--- config.mk ---
export PLATFORM = sky130hd
export DESIGN_NAME = e2e_p8m_frame_checker_top
export DESIGN_NICKNAME = d
export VERILOG_FILES = /design/src/hw/rtl/e2e8_pkg.sv /design/src/hw/rtl/e2e8_frame_asm.sv /design/src/hw/rtl/e2e8_eval.sv /design/src/hw/rtl/e2e_p8m_frame_checker_top.sv
export SDC_FILE = /design/constraint.sdc
export NUM_CORES = 1
export LEC_CHECK = 0
export BUFFER_PORTS_ARGS = -buffer_cell sky130_fd_sc_hd__buf_4
export CAP_MARGIN = 10
export CORE_MARGIN = 2
export CORE_UTILIZATION = 50
export CTS_BUF_LIST = sky130_fd_sc_hd__clkbuf_16
export DETAILED_ROUTE_END_ITERATION = 16
export GPL_ROUTABILITY_DRIVEN = 0
export HOLD_SLACK_MARGIN = 0.12
export MAX_ROUTING_LAYER = met4
export PLACE_DENSITY = 0.71
export SYNTH_ARGS = -nofsm -noshare
export SYNTH_HDL_FRONTEND = slang
export SYNTH_HIERARCHICAL = 1
export SYNTH_SLANG_ARGS = --single-unit
--- constraint.sdc ---
create_clock -name clock -period 15.4 [get_ports clock]
set_input_delay 1.54 -clock clock [delete_from_list [all_inputs] [get_ports clock]]
set_output_delay 1.54 -clock clock [all_outputs]
set_load 0.05 [all_outputs]
--- src/hw/rtl/e2e8_pkg.sv ---
package e2e8_pkg;

   localparam int E2E8_MAX_FRAME_BYTES = 4096;
   localparam int E2E8_HDR_BYTES       = 20;
   localparam logic [31:0] E2E8_ALL_ONES  = 32'hFFFF_FFFF;
   localparam logic [31:0] E2E8_CRC_POLY  = 32'hC8DF_352F;

   // transaction kinds on the request channel
   localparam logic E2E8_REQ_FRAME_BYTE  = 1'b0;
   localparam logic E2E8_REQ_NO_NEW_DATA = 1'b1;

   // check modes
   localparam logic E2E8_CHECK_SOURCE = 1'b0;
   localparam logic E2E8_CHECK_SINK   = 1'b1;

   // configuration register indexes
   localparam int E2E8_CSR_IDX_W = 3;
   localparam logic [E2E8_CSR_IDX_W-1:0] E2E8_CSR_CHECK_MODE    = 3'd0;
   localparam logic [E2E8_CSR_IDX_W-1:0] E2E8_CSR_HEADER_OFFSET = 3'd1;
   localparam logic [E2E8_CSR_IDX_W-1:0] E2E8_CSR_MIN_LENGTH    = 3'd2;
   localparam logic [E2E8_CSR_IDX_W-1:0] E2E8_CSR_MAX_LENGTH    = 3'd3;
   localparam logic [E2E8_CSR_IDX_W-1:0] E2E8_CSR_DATA_ID       = 3'd4;
   localparam logic [E2E8_CSR_IDX_W-1:0] E2E8_CSR_MAX_DELTA     = 3'd5;

   typedef enum logic [2:0] {
      ST_OK             = 3'd0,
      ST_OK_SOME_LOST   = 3'd1,
      ST_ERROR          = 3'd2,
      ST_REPEATED       = 3'd3,
      ST_NO_NEW_DATA    = 3'd4,
      ST_WRONG_SEQUENCE = 3'd5
   } status_type;

   typedef struct packed {
      logic        req_type;
      logic [7:0]  data_byte;
      logic        last_byte;
      logic [27:0] expected_source_id;
      logic        msg_type;
      logic        msg_result;
   } req_payload_type;

   typedef struct packed {
      status_type  check_status;
      logic        input_error;
      logic [27:0] received_source_id;
      logic [31:0] received_counter;
   } rsp_payload_type;

   typedef struct packed {
      logic        check_mode;
      logic [11:0] header_offset;
      logic [12:0] min_length;
      logic [12:0] max_length;
      logic [31:0] data_id;
      logic [31:0] max_delta;
   } cfg_type;

   // everything the evaluation stage needs about one finished frame
   typedef struct packed {
      logic        no_new_data;
      logic        len_bad;
      logic        len_match;
      logic [31:0] crc;
      logic [31:0] hdr_crc;
      logic [31:0] hdr_counter;
      logic [31:0] hdr_id;
      logic [31:0] hdr_source_word;
      logic [27:0] exp_source_id;
      logic        exp_type;
      logic        exp_result;
   } snap_type;

   // crc-32 p4, reflected, one byte
   function automatic logic [31:0] crc32p4_byte(input logic [31:0] crc, input logic [7:0] b);
      logic [31:0] c;
      c = crc ^ {24'h0, b};
      for (int i = 0; i < 8; i++) begin
         c = c[0] ? ((c >> 1) ^ E2E8_CRC_POLY) : (c >> 1);
      end
      return c;
   endfunction

endpackage

--- src/hw/rtl/e2e8_frame_asm.sv ---
module e2e8_frame_asm #(
   parameter int MAX_FRAME_BYTES = e2e8_pkg::E2E8_MAX_FRAME_BYTES
) (
   input  logic                      clock,
   input  logic                      reset,
   input  logic                      byte_fire,
   input  e2e8_pkg::req_payload_type item,
   input  e2e8_pkg::cfg_type         cfg,
   output e2e8_pkg::snap_type        snap
);

   localparam int PosW = $clog2(MAX_FRAME_BYTES + 2);
   localparam logic [PosW-1:0] PosSat = PosW'(MAX_FRAME_BYTES + 1);

   // header word slots, four bytes each
   localparam logic [2:0] WordCrc     = 3'd0;
   localparam logic [2:0] WordLength  = 3'd1;
   localparam logic [2:0] WordCounter = 3'd2;
   localparam logic [2:0] WordId      = 3'd3;

   logic [PosW-1:0] pos_ff, pos_in;
   logic [31:0]     crc_ff, crc_in;
   logic [31:0]     hdr_crc_ff, hdr_crc_in;
   logic [31:0]     hdr_len_ff, hdr_len_in;
   logic [31:0]     hdr_cnt_ff, hdr_cnt_in;
   logic [31:0]     hdr_id_ff, hdr_id_in;
   logic [31:0]     hdr_src_ff, hdr_src_in;

   logic [31:0] pos32;
   logic [31:0] off32;
   logic [31:0] hdr_end32;
   logic [31:0] len32;
   logic [4:0]  rel;
   logic        in_hdr;
   logic [31:0] crc_upd;

   always_comb begin
      pos32     = 32'(pos_ff);
      off32     = 32'(cfg.header_offset);
      hdr_end32 = off32 + 32'(e2e8_pkg::E2E8_HDR_BYTES);
      in_hdr    = (pos32 >= off32) && (pos32 < hdr_end32);
      rel       = 5'(pos32 - off32);
      crc_upd   = e2e8_pkg::crc32p4_byte(crc_ff, item.data_byte);

      hdr_crc_in = hdr_crc_ff;
      hdr_len_in = hdr_len_ff;
      hdr_cnt_in = hdr_cnt_ff;
      hdr_id_in  = hdr_id_ff;
      hdr_src_in = hdr_src_ff;
      crc_in     = crc_upd;
      if (in_hdr) begin
         case (rel[4:2])
            WordCrc: begin
               hdr_crc_in = {hdr_crc_ff[23:0], item.data_byte};
               // the crc field itself is not covered
               crc_in     = crc_ff;
            end
            WordLength:  hdr_len_in = {hdr_len_ff[23:0], item.data_byte};
            WordCounter: hdr_cnt_in = {hdr_cnt_ff[23:0], item.data_byte};
            WordId:      hdr_id_in  = {hdr_id_ff[23:0], item.data_byte};
            default:     hdr_src_in = {hdr_src_ff[23:0], item.data_byte};
         endcase
      end

      // byte count saturates one past the largest frame
      pos_in = (pos_ff < PosSat) ? pos_ff + PosW'(1) : pos_ff;
      len32  = 32'(pos_in);

      snap.no_new_data     = (item.req_type == e2e8_pkg::E2E8_REQ_NO_NEW_DATA);
      snap.len_bad         = (len32 < 32'(cfg.min_length)) || (len32 > 32'(cfg.max_length)) ||
                             (len32 > 32'(MAX_FRAME_BYTES)) || (len32 < hdr_end32);
      snap.len_match       = (hdr_len_in == len32);
      snap.crc             = crc_in;
      snap.hdr_crc         = hdr_crc_in;
      snap.hdr_counter     = hdr_cnt_in;
      snap.hdr_id          = hdr_id_in;
      snap.hdr_source_word = hdr_src_in;
      snap.exp_source_id   = item.expected_source_id;
      snap.exp_type        = item.msg_type;
      snap.exp_result      = item.msg_result;
   end

   always_ff @(posedge clock) begin
      if (reset || (byte_fire && item.last_byte)) begin
         pos_ff     <= '0;
         crc_ff     <= e2e8_pkg::E2E8_ALL_ONES;
         hdr_crc_ff <= '0;
         hdr_len_ff <= '0;
         hdr_cnt_ff <= '0;
         hdr_id_ff  <= '0;
         hdr_src_ff <= '0;
      end else if (byte_fire) begin
         pos_ff     <= pos_in;
         crc_ff     <= crc_in;
         hdr_crc_ff <= hdr_crc_in;
         hdr_len_ff <= hdr_len_in;
         hdr_cnt_ff <= hdr_cnt_in;
         hdr_id_ff  <= hdr_id_in;
         hdr_src_ff <= hdr_src_in;
      end
   end

endmodule

--- src/hw/rtl/e2e8_eval.sv ---
module e2e8_eval (
   input  logic                      clock,
   input  logic                      reset,
   input  logic                      snap_fire,
   input  e2e8_pkg::snap_type        snap,
   input  e2e8_pkg::cfg_type         cfg,
   output e2e8_pkg::rsp_payload_type rsp_data
);

   e2e8_pkg::status_type      last_status_ff, last_status_in;
   logic [31:0]               last_counter_ff, last_counter_in;
   e2e8_pkg::rsp_payload_type rsp_data_ff, rsp_data_in;

   logic        crc_ok;
   logic        src_ok;
   logic        rtype;
   logic        rres;
   logic        ok;
   logic        reject;
   logic [31:0] delta;

   always_comb begin
      crc_ok = ((snap.crc ^ e2e8_pkg::E2E8_ALL_ONES) == snap.hdr_crc);
      rtype  = |snap.hdr_source_word[31:30];
      rres   = |snap.hdr_source_word[29:28];
      src_ok = (cfg.check_mode != e2e8_pkg::E2E8_CHECK_SOURCE) ||
               (snap.hdr_source_word[27:0] == snap.exp_source_id);
      ok     = crc_ok && (snap.hdr_id == cfg.data_id) && snap.len_match &&
               (rtype == snap.exp_type) && (rres == snap.exp_result) && src_ok;
      delta  = snap.hdr_counter - last_counter_ff;
      reject = snap.no_new_data || snap.len_bad;

      last_counter_in = last_counter_ff;
      if (snap.no_new_data) begin
         last_status_in = e2e8_pkg::ST_NO_NEW_DATA;
      end else if (snap.len_bad) begin
         last_status_in = last_status_ff;
      end else if (!ok) begin
         last_status_in = e2e8_pkg::ST_ERROR;
      end else begin
         last_counter_in = snap.hdr_counter;
         if (delta > cfg.max_delta) begin
            last_status_in = e2e8_pkg::ST_WRONG_SEQUENCE;
         end else if (delta == 32'd0) begin
            last_status_in = e2e8_pkg::ST_REPEATED;
         end else if (delta == 32'd1) begin
            last_status_in = e2e8_pkg::ST_OK;
         end else begin
            last_status_in = e2e8_pkg::ST_OK_SOME_LOST;
         end
      end

      rsp_data_in.check_status       = last_status_in;
      rsp_data_in.input_error        = !snap.no_new_data && snap.len_bad;
      rsp_data_in.received_source_id = reject ? 28'd0 : snap.hdr_source_word[27:0];
      rsp_data_in.received_counter   = reject ? 32'd0 : snap.hdr_counter;
   end

   always_ff @(posedge clock) begin
      if (reset) begin
         last_status_ff  <= e2e8_pkg::ST_ERROR;
         last_counter_ff <= e2e8_pkg::E2E8_ALL_ONES;
      end else if (snap_fire) begin
         last_status_ff  <= last_status_in;
         last_counter_ff <= last_counter_in;
      end
   end

   always_ff @(posedge clock) begin
      if (snap_fire) begin
         rsp_data_ff <= rsp_data_in;
      end
   end

   assign rsp_data = rsp_data_ff;

endmodule

--- src/hw/rtl/e2e_p8m_frame_checker_top.sv ---
// e2e profile 8m receive check, one frame byte per request transaction.
// req channel: req_valid / req_stall carry req_data; req_type selects a frame
//   byte or a no-new-data event; last_byte closes the frame and carries the
//   expected source id, message type and message result.
// rsp channel: rsp_valid / rsp_stall carry rsp_data; one transaction per last
//   byte and per no-new-data event, none for other bytes.
// csr channel: csr_valid / csr_ready with csr_index and csr_wdata; csr_ready is
//   always high. write only while no frame or event is in flight.
// path: a result reaches rsp_valid through the input register, then the
//   byte/crc stage register, then the result register.
// throughput: one request transaction per cycle while req_stall is low, bounded
//   by the per-byte crc network in the byte stage.
// reset: frame assembly cleared, last status error, last counter all ones,
//   registers to their defaults (min length 20, max length 4096, max delta 1).
// stall: a stalled result holds; the byte stage keeps one finished frame behind
//   it, and req_stall rises only when a result-bearing request cannot move on.
module e2e_p8m_frame_checker_top #(
   parameter int MAX_FRAME_BYTES = e2e8_pkg::E2E8_MAX_FRAME_BYTES
) (
   input  logic                                    clock,
   input  logic                                    reset,
   input  logic                                    req_valid,
   output logic                                    req_stall,
   input  e2e8_pkg::req_payload_type               req_data,
   output logic                                    rsp_valid,
   input  logic                                    rsp_stall,
   output e2e8_pkg::rsp_payload_type               rsp_data,
   input  logic                                    csr_valid,
   output logic                                    csr_ready,
   input  logic [e2e8_pkg::E2E8_CSR_IDX_W-1:0]     csr_index,
   input  logic [31:0]                             csr_wdata
);

   logic                      r0_valid_ff, r0_valid_in;
   e2e8_pkg::req_payload_type r0_data_ff;
   logic                      s1_valid_ff, s1_valid_in;
   e2e8_pkg::snap_type        s1_data_ff;
   logic                      rsp_valid_ff, rsp_valid_in;
   e2e8_pkg::cfg_type         cfg_ff, cfg_in;

   e2e8_pkg::snap_type snap;
   logic               rsp_free;
   logic               s1_free;
   logic               s1_move;
   logic               needs_s1;
   logic               r0_go;
   logic               byte_fire;

   always_comb begin
      rsp_free  = !rsp_valid_ff || !rsp_stall;
      s1_move   = s1_valid_ff && rsp_free;
      s1_free   = !s1_valid_ff || rsp_free;
      needs_s1  = (r0_data_ff.req_type == e2e8_pkg::E2E8_REQ_NO_NEW_DATA) ||
                  r0_data_ff.last_byte;
      r0_go     = r0_valid_ff && (!needs_s1 || s1_free);
      byte_fire = r0_go && (r0_data_ff.req_type == e2e8_pkg::E2E8_REQ_FRAME_BYTE);
      req_stall = r0_valid_ff && !r0_go;

      r0_valid_in  = req_stall ? 1'b1 : req_valid;
      s1_valid_in  = (r0_go && needs_s1) ? 1'b1 : (s1_move ? 1'b0 : s1_valid_ff);
      rsp_valid_in = rsp_free ? s1_valid_ff : 1'b1;
   end

   always_ff @(posedge clock) begin
      if (reset) begin
         r0_valid_ff  <= 1'b0;
         s1_valid_ff  <= 1'b0;
         rsp_valid_ff <= 1'b0;
      end else begin
         r0_valid_ff  <= r0_valid_in;
         s1_valid_ff  <= s1_valid_in;
         rsp_valid_ff <= rsp_valid_in;
      end
   end

   always_ff @(posedge clock) begin
      if (req_valid && !req_stall) begin
         r0_data_ff <= req_data;
      end
      if (r0_go && needs_s1) begin
         s1_data_ff <= snap;
      end
   end

   // configuration registers
   always_comb begin
      cfg_in = cfg_ff;
      if (csr_valid && csr_ready) begin
         case (csr_index)
            e2e8_pkg::E2E8_CSR_CHECK_MODE:    cfg_in.check_mode    = csr_wdata[0];
            e2e8_pkg::E2E8_CSR_HEADER_OFFSET: cfg_in.header_offset = csr_wdata[11:0];
            e2e8_pkg::E2E8_CSR_MIN_LENGTH:    cfg_in.min_length    = csr_wdata[12:0];
            e2e8_pkg::E2E8_CSR_MAX_LENGTH:    cfg_in.max_length    = csr_wdata[12:0];
            e2e8_pkg::E2E8_CSR_DATA_ID:       cfg_in.data_id       = csr_wdata;
            e2e8_pkg::E2E8_CSR_MAX_DELTA:     cfg_in.max_delta     = csr_wdata;
            default: ;
         endcase
      end
   end

   always_ff @(posedge clock) begin
      if (reset) begin
         cfg_ff.check_mode    <= e2e8_pkg::E2E8_CHECK_SOURCE;
         cfg_ff.header_offset <= 12'd0;
         cfg_ff.min_length    <= 13'd20;
         cfg_ff.max_length    <= 13'd4096;
         cfg_ff.data_id       <= 32'd0;
         cfg_ff.max_delta     <= 32'd1;
      end else begin
         cfg_ff <= cfg_in;
      end
   end

   assign csr_ready = 1'b1;

   e2e8_frame_asm #(
      .MAX_FRAME_BYTES(MAX_FRAME_BYTES)
   ) u_frame_asm (
      .clock     (clock),
      .reset     (reset),
      .byte_fire (byte_fire),
      .item      (r0_data_ff),
      .cfg       (cfg_ff),
      .snap      (snap)
   );

   e2e8_eval u_eval (
      .clock     (clock),
      .reset     (reset),
      .snap_fire (s1_move),
      .snap      (s1_data_ff),
      .cfg       (cfg_ff),
      .rsp_data  (rsp_data)
   );

   assign rsp_valid = rsp_valid_ff;

`ifndef SYNTHESIS
   a_snap_to_rsp: assert property (@(posedge clock) disable iff (reset)
      s1_move |=> rsp_valid_ff)
      else $error("finished frame did not reach the result register");

   a_snap_hold: assert property (@(posedge clock) disable iff (reset)
      (s1_valid_ff && !rsp_free) |=> (s1_valid_ff && $stable(s1_data_ff)))
      else $error("held frame snapshot was lost or changed");

   a_input_error_clean: assert property (@(posedge clock) disable iff (reset)
      (rsp_valid_ff && rsp_data.input_error) |->
         (rsp_data.received_source_id == 28'd0 && rsp_data.received_counter == 32'd0))
      else $error("input error result carries header fields");

   a_stall_needs_item: assert property (@(posedge clock) disable iff (reset)
      req_stall |-> (r0_valid_ff && needs_s1 && s1_valid_ff && rsp_valid_ff))
      else $error("request stalled with room in the pipeline");
`endif

endmodule

==> results of run 1 <==
[stage by stage]
stage          setup WS [ns]  utilization [%]
2_1_floorplan           4.51                -
3_3_place_gp           10.17             52.7
3_5_place_dp           10.05             52.7
4_1_cts                10.04             56.3
5_1_grt                 9.65             56.4
6_report                9.83             56.4
[cell usage in the layout (no fill, tap or decap), types with 7 or more instances in the layout]
cell type,count
nor2_1,477
dfxtp_1,346
edfxtp_1,297
inv_1,172
buf_4,165
nand2b_1,144
mux2i_1,141
xnor2_1,130
ha_1,118
o21ai_0,102
a21oi_1,99
mux2_2,91
nand2_1,85
o21a_1,80
clkbuf_16,71
xor2_1,71
nor3_1,68
mux2_4,60
and2_1,56
nand4_1,42
a211o_1,42
nand3_1,34
nor4_1,30
nor2b_1,24
clkinv_1,18
a21o_1,18
o211ai_1,17
a211oi_1,13
o2111ai_1,13
or3_1,12
bufinv_16,10
and3_1,10
a31oi_1,10
clkinv_2,9
o21ai_1,8
and4_1,7
or4_1,7
[state kept, by name, indices dropped and copies added (netlist names)]
signal                  flops
cfg_ff                    103
r0_data_ff                 40
r0_valid_ff                 1
rsp_valid                   1
s1_data_ff                193
s1_valid_ff                 1
u_eval/last_counter_ff     32
u_eval/last_status_ff       3
u_eval/rsp_data            64
u_frame_asm/crc_ff         32
u_frame_asm/hdr_cnt_ff     32
u_frame_asm/hdr_crc_ff     32
u_frame_asm/hdr_id_ff      32
u_frame_asm/hdr_len_ff     32
u_frame_asm/hdr_src_ff     32
u_frame_asm/pos_ff         13
[Yosys cell counts (85+ instances only)]
library cell / instances
clkbuf_1: 111
mux2_2: 91
nor2_1: 478
o21ai_0: 102
inv_1: 165
ha_1: 118
edfxtp_1: 297
nand2_1: 85
nand2b_1: 144
mux2i_1: 141
dfxtp_1: 346
a21oi_1: 100
xnor2_1: 130
[per-layer routing]
metal,vias up,routed length [µm],track usage (%)
li1,11100,-,-
met1,11400,35400,31.8
met2,908,37800,38.3
met3,174,5630,3.73
met4,0,2670,8.89
met5,-,0,-
[cell families after synthesis]
logic type | after synthesis | synth area share (%)
other cells | 1 | 0.0115
fa+ha+maj | 120 | 4.61
buf+inv | 355 | 5.04
flops | 643 | 48.5
mux | 292 | 10.2
simple gates | 1051 | 16.1
compound gates | 481 | 9.97
xor+xnor | 204 | 5.54
[worst reg2reg max path, stage by stage, from the launching register on]
cell	delay, ns
edfxtp_1	0.39
ha_1	0.39
and2_4	0.18
a221oi_2	0.38
a2111oi_1	0.17
nor3b_2	0.58
o21bai_1	0.25
xor2_1	0.36
ha_1	0.34
a21oi_1	0.19
o21ai_0	0.14
a22oi_1	0.21
and3_1	0.19
a311oi_1	0.04
a31oi_1	0.29
or3b_2	0.48
or4_1	0.39
and4bb_2	0.31
o21ai_1	0.06
[power by group through the flow]
stage / clock, W / sequential (W) / combinational (W)
after detailed placement: 0 / 0.00196 / 0.000553
final: 0.00172 / 0.00192 / 0.000565
after global placement: 0 / 0.00196 / 0.000539
after global routing: 0.00181 / 0.00193 / 0.000609
after floorplan: 0 / 0.00196 / 0.000412
after CTS: 0.00175 / 0.00192 / 0.000558
[path summary, 6_finish.rpt]
kind | startpoint | depth (start not counted) | end
max | s1_data_ff[98] | 18 | u_eval/rsp_data[61]
min | r0_data_ff[9] | 0 | s1_data_ff[9]
max reg2reg | s1_data_ff[98] | 18 | u_eval/rsp_data[61]
min reg2reg | r0_data_ff[9] | 0 | s1_data_ff[9]
[cell type report]
class	count	area, µm²	area share [%]
Sequential cell	643	15800	43.5
Multi-Input combinational cell	2149	15200	41.9
Clock buffer	71	1780	4.88
Timing Repair Buffer	166	1260	3.46
Tap cell	855	1070	2.94
Inverter	165	622	1.71
Clock inverter	55	572	1.57
Antenna cell	2	5.00	0.0138
==> results summary, run 1 <==
The run finished with clean final reports. The period utilization came out at between 30% and 40%. The relative contribution of the clock network to total power came out at between 40% and 50%. In the final timing run, aggregate negative setup slack is 0 ns. The worst setup path is of the reg2reg kind.

The TritonCTS clock tree is yes. The final net count is roughly 3400. The switching power came out at 0.00107 W. The CTS H-tree depth came out at 3. The flop-to-flop setup slack is between 9 and 10 ns.

The final setup violation count is 0. The cell area after placement is 34000 µm². The count of buffer and inverter cells on the critical path is 0. Buffers placed on the I/O ports in this run total between 100 and 150.

The share of post-route cells with drive strength above 1 is 14.3%. The pin count of the biggest net entering global routing is slightly below 200. The count of pins over their slew limit is 0. The worst hold path belongs to the class reg2reg.

IR analysis of the VDD net gives a maximum drop of roughly 0.0001 V. The clock period minus worst slack is roughly 5.6 ns. The internal portion of total power came out at around 0.0031 W. The power after layout came out at roughly 0.0042 W. The required time at the worst-slack endpoint came out at about 16 ns. The power density relative to cell area is 116 nW/µm². For this run, the top clock speed supported by timing is approximately 180 MHz. Summed over all cells, the static leakage comes to 14.9 nW. The number of buffers added to fix hold violations after cts came out at 0. The average via count per standard cell came out at 5.74.

The part of the total power dissipated in sequential elements came out at between 40% and 50%. Counting flops with a built-in enable in the synthesized netlist gives approximately 300. For this design, the slowest cell found on the critical path is nor3b_2. The floorplan step defined a die boundary enclosing 67400 µm². The number of gates given a new drive strength after cts is 0. The total count of hold-check failures in the final report came out at 0.

The net count of the mapped netlist came out at 3346. The area of all placed cells without fillers came out at between 30000 and 40000 µm². The most used flip-flop cell after synthesis is dfxtp_1. The worst setup path is captured at a register. Sequential cells were found to cover 48.5% of the synthesized design area.

The yosys synthesis warning count is 6. The maximum clock insertion buffer count is 3. The top cell type by total area after synthesis is edfxtp_1. In this run the core area contains 93 standard-cell rows.

The combinational group share of total power came out at 13.4%. The synthesized design contains 643 register bits. The global-route usage over all layers came out at between 20% and 30%.

The fraction of registers with async set/reset came out at 0%. In this run the clock root is driven by a clkbuf_16. The number of routed nets with antenna violations is 0. The total routed wirelength came out at just over 80 mm. The placed instance count came out at between 3000 and 4000. The half-perimeter wire length after placement came out at roughly 57 mm. The initial standard-cell utilization of the core is roughly half. The library cell appearing most often on the critical path is ha_1. The cell family contributing the most delay on the critical path is simple AND/OR/NAND/NOR gates. The worst max-slew margin expressed relative to the limit is 23.3%. The clock transition at the register clock pins on the worst setup and hold paths after CTS is approximately 0.06 ns. The worst endpoint data arrival time came out at between 5 and 6 ns. The synthesized netlist occupies a cell area of ~33000 µm².

After technology mapping, the gate count stands at approximately 3100. Once layout is complete, the cells apart from fillers number between 4000 and 5000. The worst clock skew is between 0.02 and 0.03 ns. The final hold slack is 0.417 ns. For this block, the via count after detailed routing is approximately 24000. The number of buffers inserted by post-CTS setup repair is 0. The wire length of the first global-routing pass is between 100 and 150 mm. The synthesized area divided by synthesized cell count is between 10 and 15 µm². Net switching is between 20 and 30% of the power. The height of the die is ~260 µm.

The number of optimization iterations in the first detailed-route pass is 10. Counting every sink on the clock net gives between 600 and 700. By area the synthesized netlist is led by edfxtp_1 27%, dfxtp_1 21%, nor2_1 5.5%. The total I/O pin count came out at ~150.

The signal on the critical path passes through ha_1 -> and2_4 -> a221oi_2 -> a2111oi_1 -> nor3b_2 -> o21bai_1 -> xor2_1 -> ha_1 -> a21oi_1 -> o21ai_0 -> a22oi_1 -> and3_1 -> a311oi_1 -> a31oi_1 -> or3b_2 -> or4_1 -> and4bb_2 -> o21ai_1. The region available for standard cell placement spans about 65000 µm². The die span in x came out at approximately 260 µm. The number of inserted filler cells in the final layout came out at around 5300. The top-area cell type share of the netlist area is 27.3%. The distinct cell type count after synthesis is 93. The number of global-route vias before repair came out at approximately 23000. The highest net fanout along the worst path is 6.

The initial antenna violation count is 1. At the pin with the least slew margin, the transition time is 1.15 ns. The average wire per standard cell came out at 19.9 µm.

The number of buffers created by CTS is 69. The later-pin clock latency in the skew report is between 0.6 and 0.7 ns. The longest individual stage delay on the worst path is slightly below 0.6 ns. After global routing the overflow that remains totals 0. The detailed router finished its first iteration with approximately 2300 violations. For this run, design rule violations remaining after detail routing come to 0. From synthesis to final layout, the design area changed by 11.4%. Setup repair after global routing left no endpoint under its margin.

The count of maximum capacitance violations is 0. STA classifies the critical path startpoint as a register.
Note: power is estimated with default switching activity, not from simulation.
==> inputs of run 2 (changes only) <==
ABC_AREA = 1   (was default)
clock period = 5.8 ns   (was 15.4 ns; I/O delays follow)
==> results summary, run 2 <==
Counting instances in the post-synthesis netlist gives the leading cell types as 863 x nand2_1, 771 x inv_1, 405 x nor2_1. Global routing used 24.8% of the available tracks. In the post-synthesis netlist, the cell with the most instances is nand2_1. The first global-routing pass estimated around 130 mm of wire. The average instance in the mapped netlist occupies slightly below 8 µm². The CTS H-tree depth came out at 3. The peak supply drop is 0.000216 V. The mapped netlist covers 33900 µm². The met2 global-route usage is 39.3%. The sort of element at the end of the critical path is a register. Once detail routing completed, the nets flagged for antenna violations numbered 0.

The via total after detailed routing came out at 27300. Ranked by total cell area, the synthesized netlist is headed by edfxtp_1 26%, dfxtp_1 20%, nand2_1 9.5%. The die span in x came out at about 260 µm. Setup repair after global routing left no endpoint under its margin.

The net count of the mapped netlist is approximately 4500. The power density relative to cell area came out at just over 300 nW/µm². Once the clock tree was built, the resizer swapped 0 gates to a different size. The later-pin clock latency in the skew report came out at around 0.63 ns.

The final setup violation count is 0. The sequential share of the synthesized area is approximately 47%. The maximum clock insertion buffer count is 3. Of all cell types, the one taking the most synthesized area is edfxtp_1. The height of the die came out at between 200 and 300 µm. The root buffer cell chosen for the clock tree is clkbuf_16. The initial antenna violation count is 1. The count of routing violations after the opening detailed-route iteration came out at 2481. The clock sink total is ~640. The initial standard-cell utilization of the core is a little over 50%.

The placement row count is 95. After routing, the total negative slack on setup checks comes to 0 ns. STA classifies the critical path startpoint as a register. The flop-to-flop setup slack came out at about 1.5 ns.

The average wire per standard cell came out at roughly 16 µm. The highest net fanout along the worst path came out at between 60 and 70. The number of flip-flops under the largest register name came out at ~190. The area growth from synthesis to layout is 11.5%. The total I/O pin count came out at 147. The worst endpoint data arrival time is between 4 and 5 ns.

The share of post-route cells with drive strength above 1 came out at approximately a tenth. The period utilization is between 70 and 80%. The core area is ~67000 µm². The total routed wirelength is 85.2 mm. The pin count of the biggest net entering global routing is between 150 and 200.

The largest register by flop count is s1_data_ff. The number of cells produced by synthesis came out at around 4300. Across the routed clock network, the largest skew measured is 0.0300 ns.

In this run, CTS created clock tree buffers numbering 72. The count of pins over their slew limit is 0. For the pin with the worst max-slew slack, the measured transition is 1.04 ns. Subtracting the final worst setup slack from the clock period gives around 4.3 ns. The number of optimization iterations in the first detailed-route pass is 10.

The worst hold path belongs to the class in2reg. The clock transition at the register clock pins on the worst setup and hold paths after CTS is ~0.060 ns. TritonCTS built the clock tree. In the layout the commonest cells are 863 x nand2_1, 785 x inv_1, 402 x nor2_1, 346 x dfxtp_1, 297 x edfxtp_1. The port buffer count came out at 145. The met1 capacity usage during global routing came out at between 30% and 40%.

The total count of hold-check failures in the final report came out at 0. The leakage dissipation came out at 17.7 nW. The met3 track demand over resource in global routing is between 3 and 4%. The number of global-route vias before repair is 25500.

In the synthesized netlist the dominant register cell turns out to be dfxtp_1. The yosys synthesis warning count is 6. The maximum clock rate is ~230 MHz.

After global routing the overflow that remains totals 0. Detailed placement finished with a half-perimeter wire length of 59.1 mm. For this run, design rule violations remaining after detail routing come to 0. The power after layout is around 0.012 W. For this run, the post-layout net count is roughly 4500. The tool flagged a number of max-cap violations equal to 0. The number of inserted filler cells in the final layout is about 6000. Data on the critical path is required at its endpoint by 6.31 ns. In this run, synthesis produced a sequential element count of approximately 640. Summed over its instances, the top area cell type makes up between 20% and 30% of the synthesized netlist area. Of all flip-flops after synthesis, the portion carrying an async set or reset was 0%. The distinct cell type count after synthesis is a little over 60. The average via count per standard cell came out at around 5.2.

The flow ran to the end, and the final reports show no timing, DRC or antenna violations. The most common library cell in the layout ignoring fill and taps is nand2_1. Headroom to the max-slew limit came out at between 30 and 40%. The count of flip-flops with a built-in enable after synthesis is 297.

After global routing, the most crowded layer is met2. The area of the die came out at 70000 µm². By startpoint and endpoint, the worst setup path is classified as reg2reg.
run 2: critical path, stage by stage (launching register included):
cell     delay [ns]
dfxtp_1        0.44
ha_1           0.25
inv_1          0.05
nand2_1        0.10
nand3_1        0.12
nor2_1         0.14
xor2_1         0.16
inv_1          0.08
ha_1           0.31
nand2_1        0.08
inv_1          0.04
nand3_1        0.07
nor3_1         0.06
o21ai_2        0.13
buf_4          0.27
nand3_2        0.52
nor3_4         0.27
buf_4          0.55
o21ai_1        0.17
o21ai_0        0.24
inv_1          0.08
run 2: area by class of cell:
class / count / area [µm²] / area share [%]
sequential: 643 / 15800 / 41.8
multi-input combinational: 2644 / 14100 / 37.2
inverter: 786 / 2970 / 7.85
clock buffer: 75 / 1880 / 4.96
timing repair buffer: 191 / 1560 / 4.11
tap: 873 / 1090 / 2.88
clock inverter: 58 / 427 / 1.13
antenna: 1 / 2.50 / 0.00661
run 2: per-stage QoR:
stage	hold WS, ns	util [%]	instances	worst slack (ns)	instance area (µm²)
final	0.146	56.4	5271	1.52	37900
after global routing	0.121	56.4	5271	1.20	37900
after CTS	0.120	56.3	5265	1.59	37800
after detailed placement	0.405	52.6	5113	1.65	35300
after global placement	0.402	52.6	5113	1.75	35300
after floorplan	0.429	-	4276	0.754	33900
run 2: routing by layer:
layer  up-vias  routed length [µm]
met5         -                   0
met4         0                3640
met3       192                5650
met2       836               38900
met1     12500               37000
li1      13800                   -
run 2: power by group:
group,total (W),switching [W],leakage [nW],internal [W]
clock,0.00440,0.00190,1.21,0.00250
combinational,0.00208,0.00137,10.9,0.000717
sequential,0.00526,0.000189,5.61,0.00507
total,0.0117,0.00345,17.7,0.00829
run 2: kinds of logic (layout without fill, tap and decap cells):
family                   count (synthesis)  count (layout)  share of synthesized area (%)
AND/OR/NAND/NOR                       1557            1557                           19.3
buffers and inverters                  989            1110                           11.9
AO/OA/AOI/OAI                          811             811                           13.3
flip-flops                             643             643                           46.7
XOR/XNOR                               156             156                           4.43
adder cells (fa/ha/maj)                119             119                           4.41
other                                    1               2                         0.0110
run 2: path summary, 6_finish.rpt:
check / start / end / cells after the start
max: cfg_ff[92] / u_frame_asm/hdr_id_ff[1] / 20
min: req_data[38] / r0_data_ff[38] / 1
max reg2reg: cfg_ff[92] / u_frame_asm/hdr_id_ff[1] / 20
min reg2reg: r0_data_ff[18] / s1_data_ff[18] / 0
run 2: what timing repair did:
item,in CTS,in global routing
buffers inserted,0,0
endpoints found under the hold margin,19,5
hold buffers,19,5
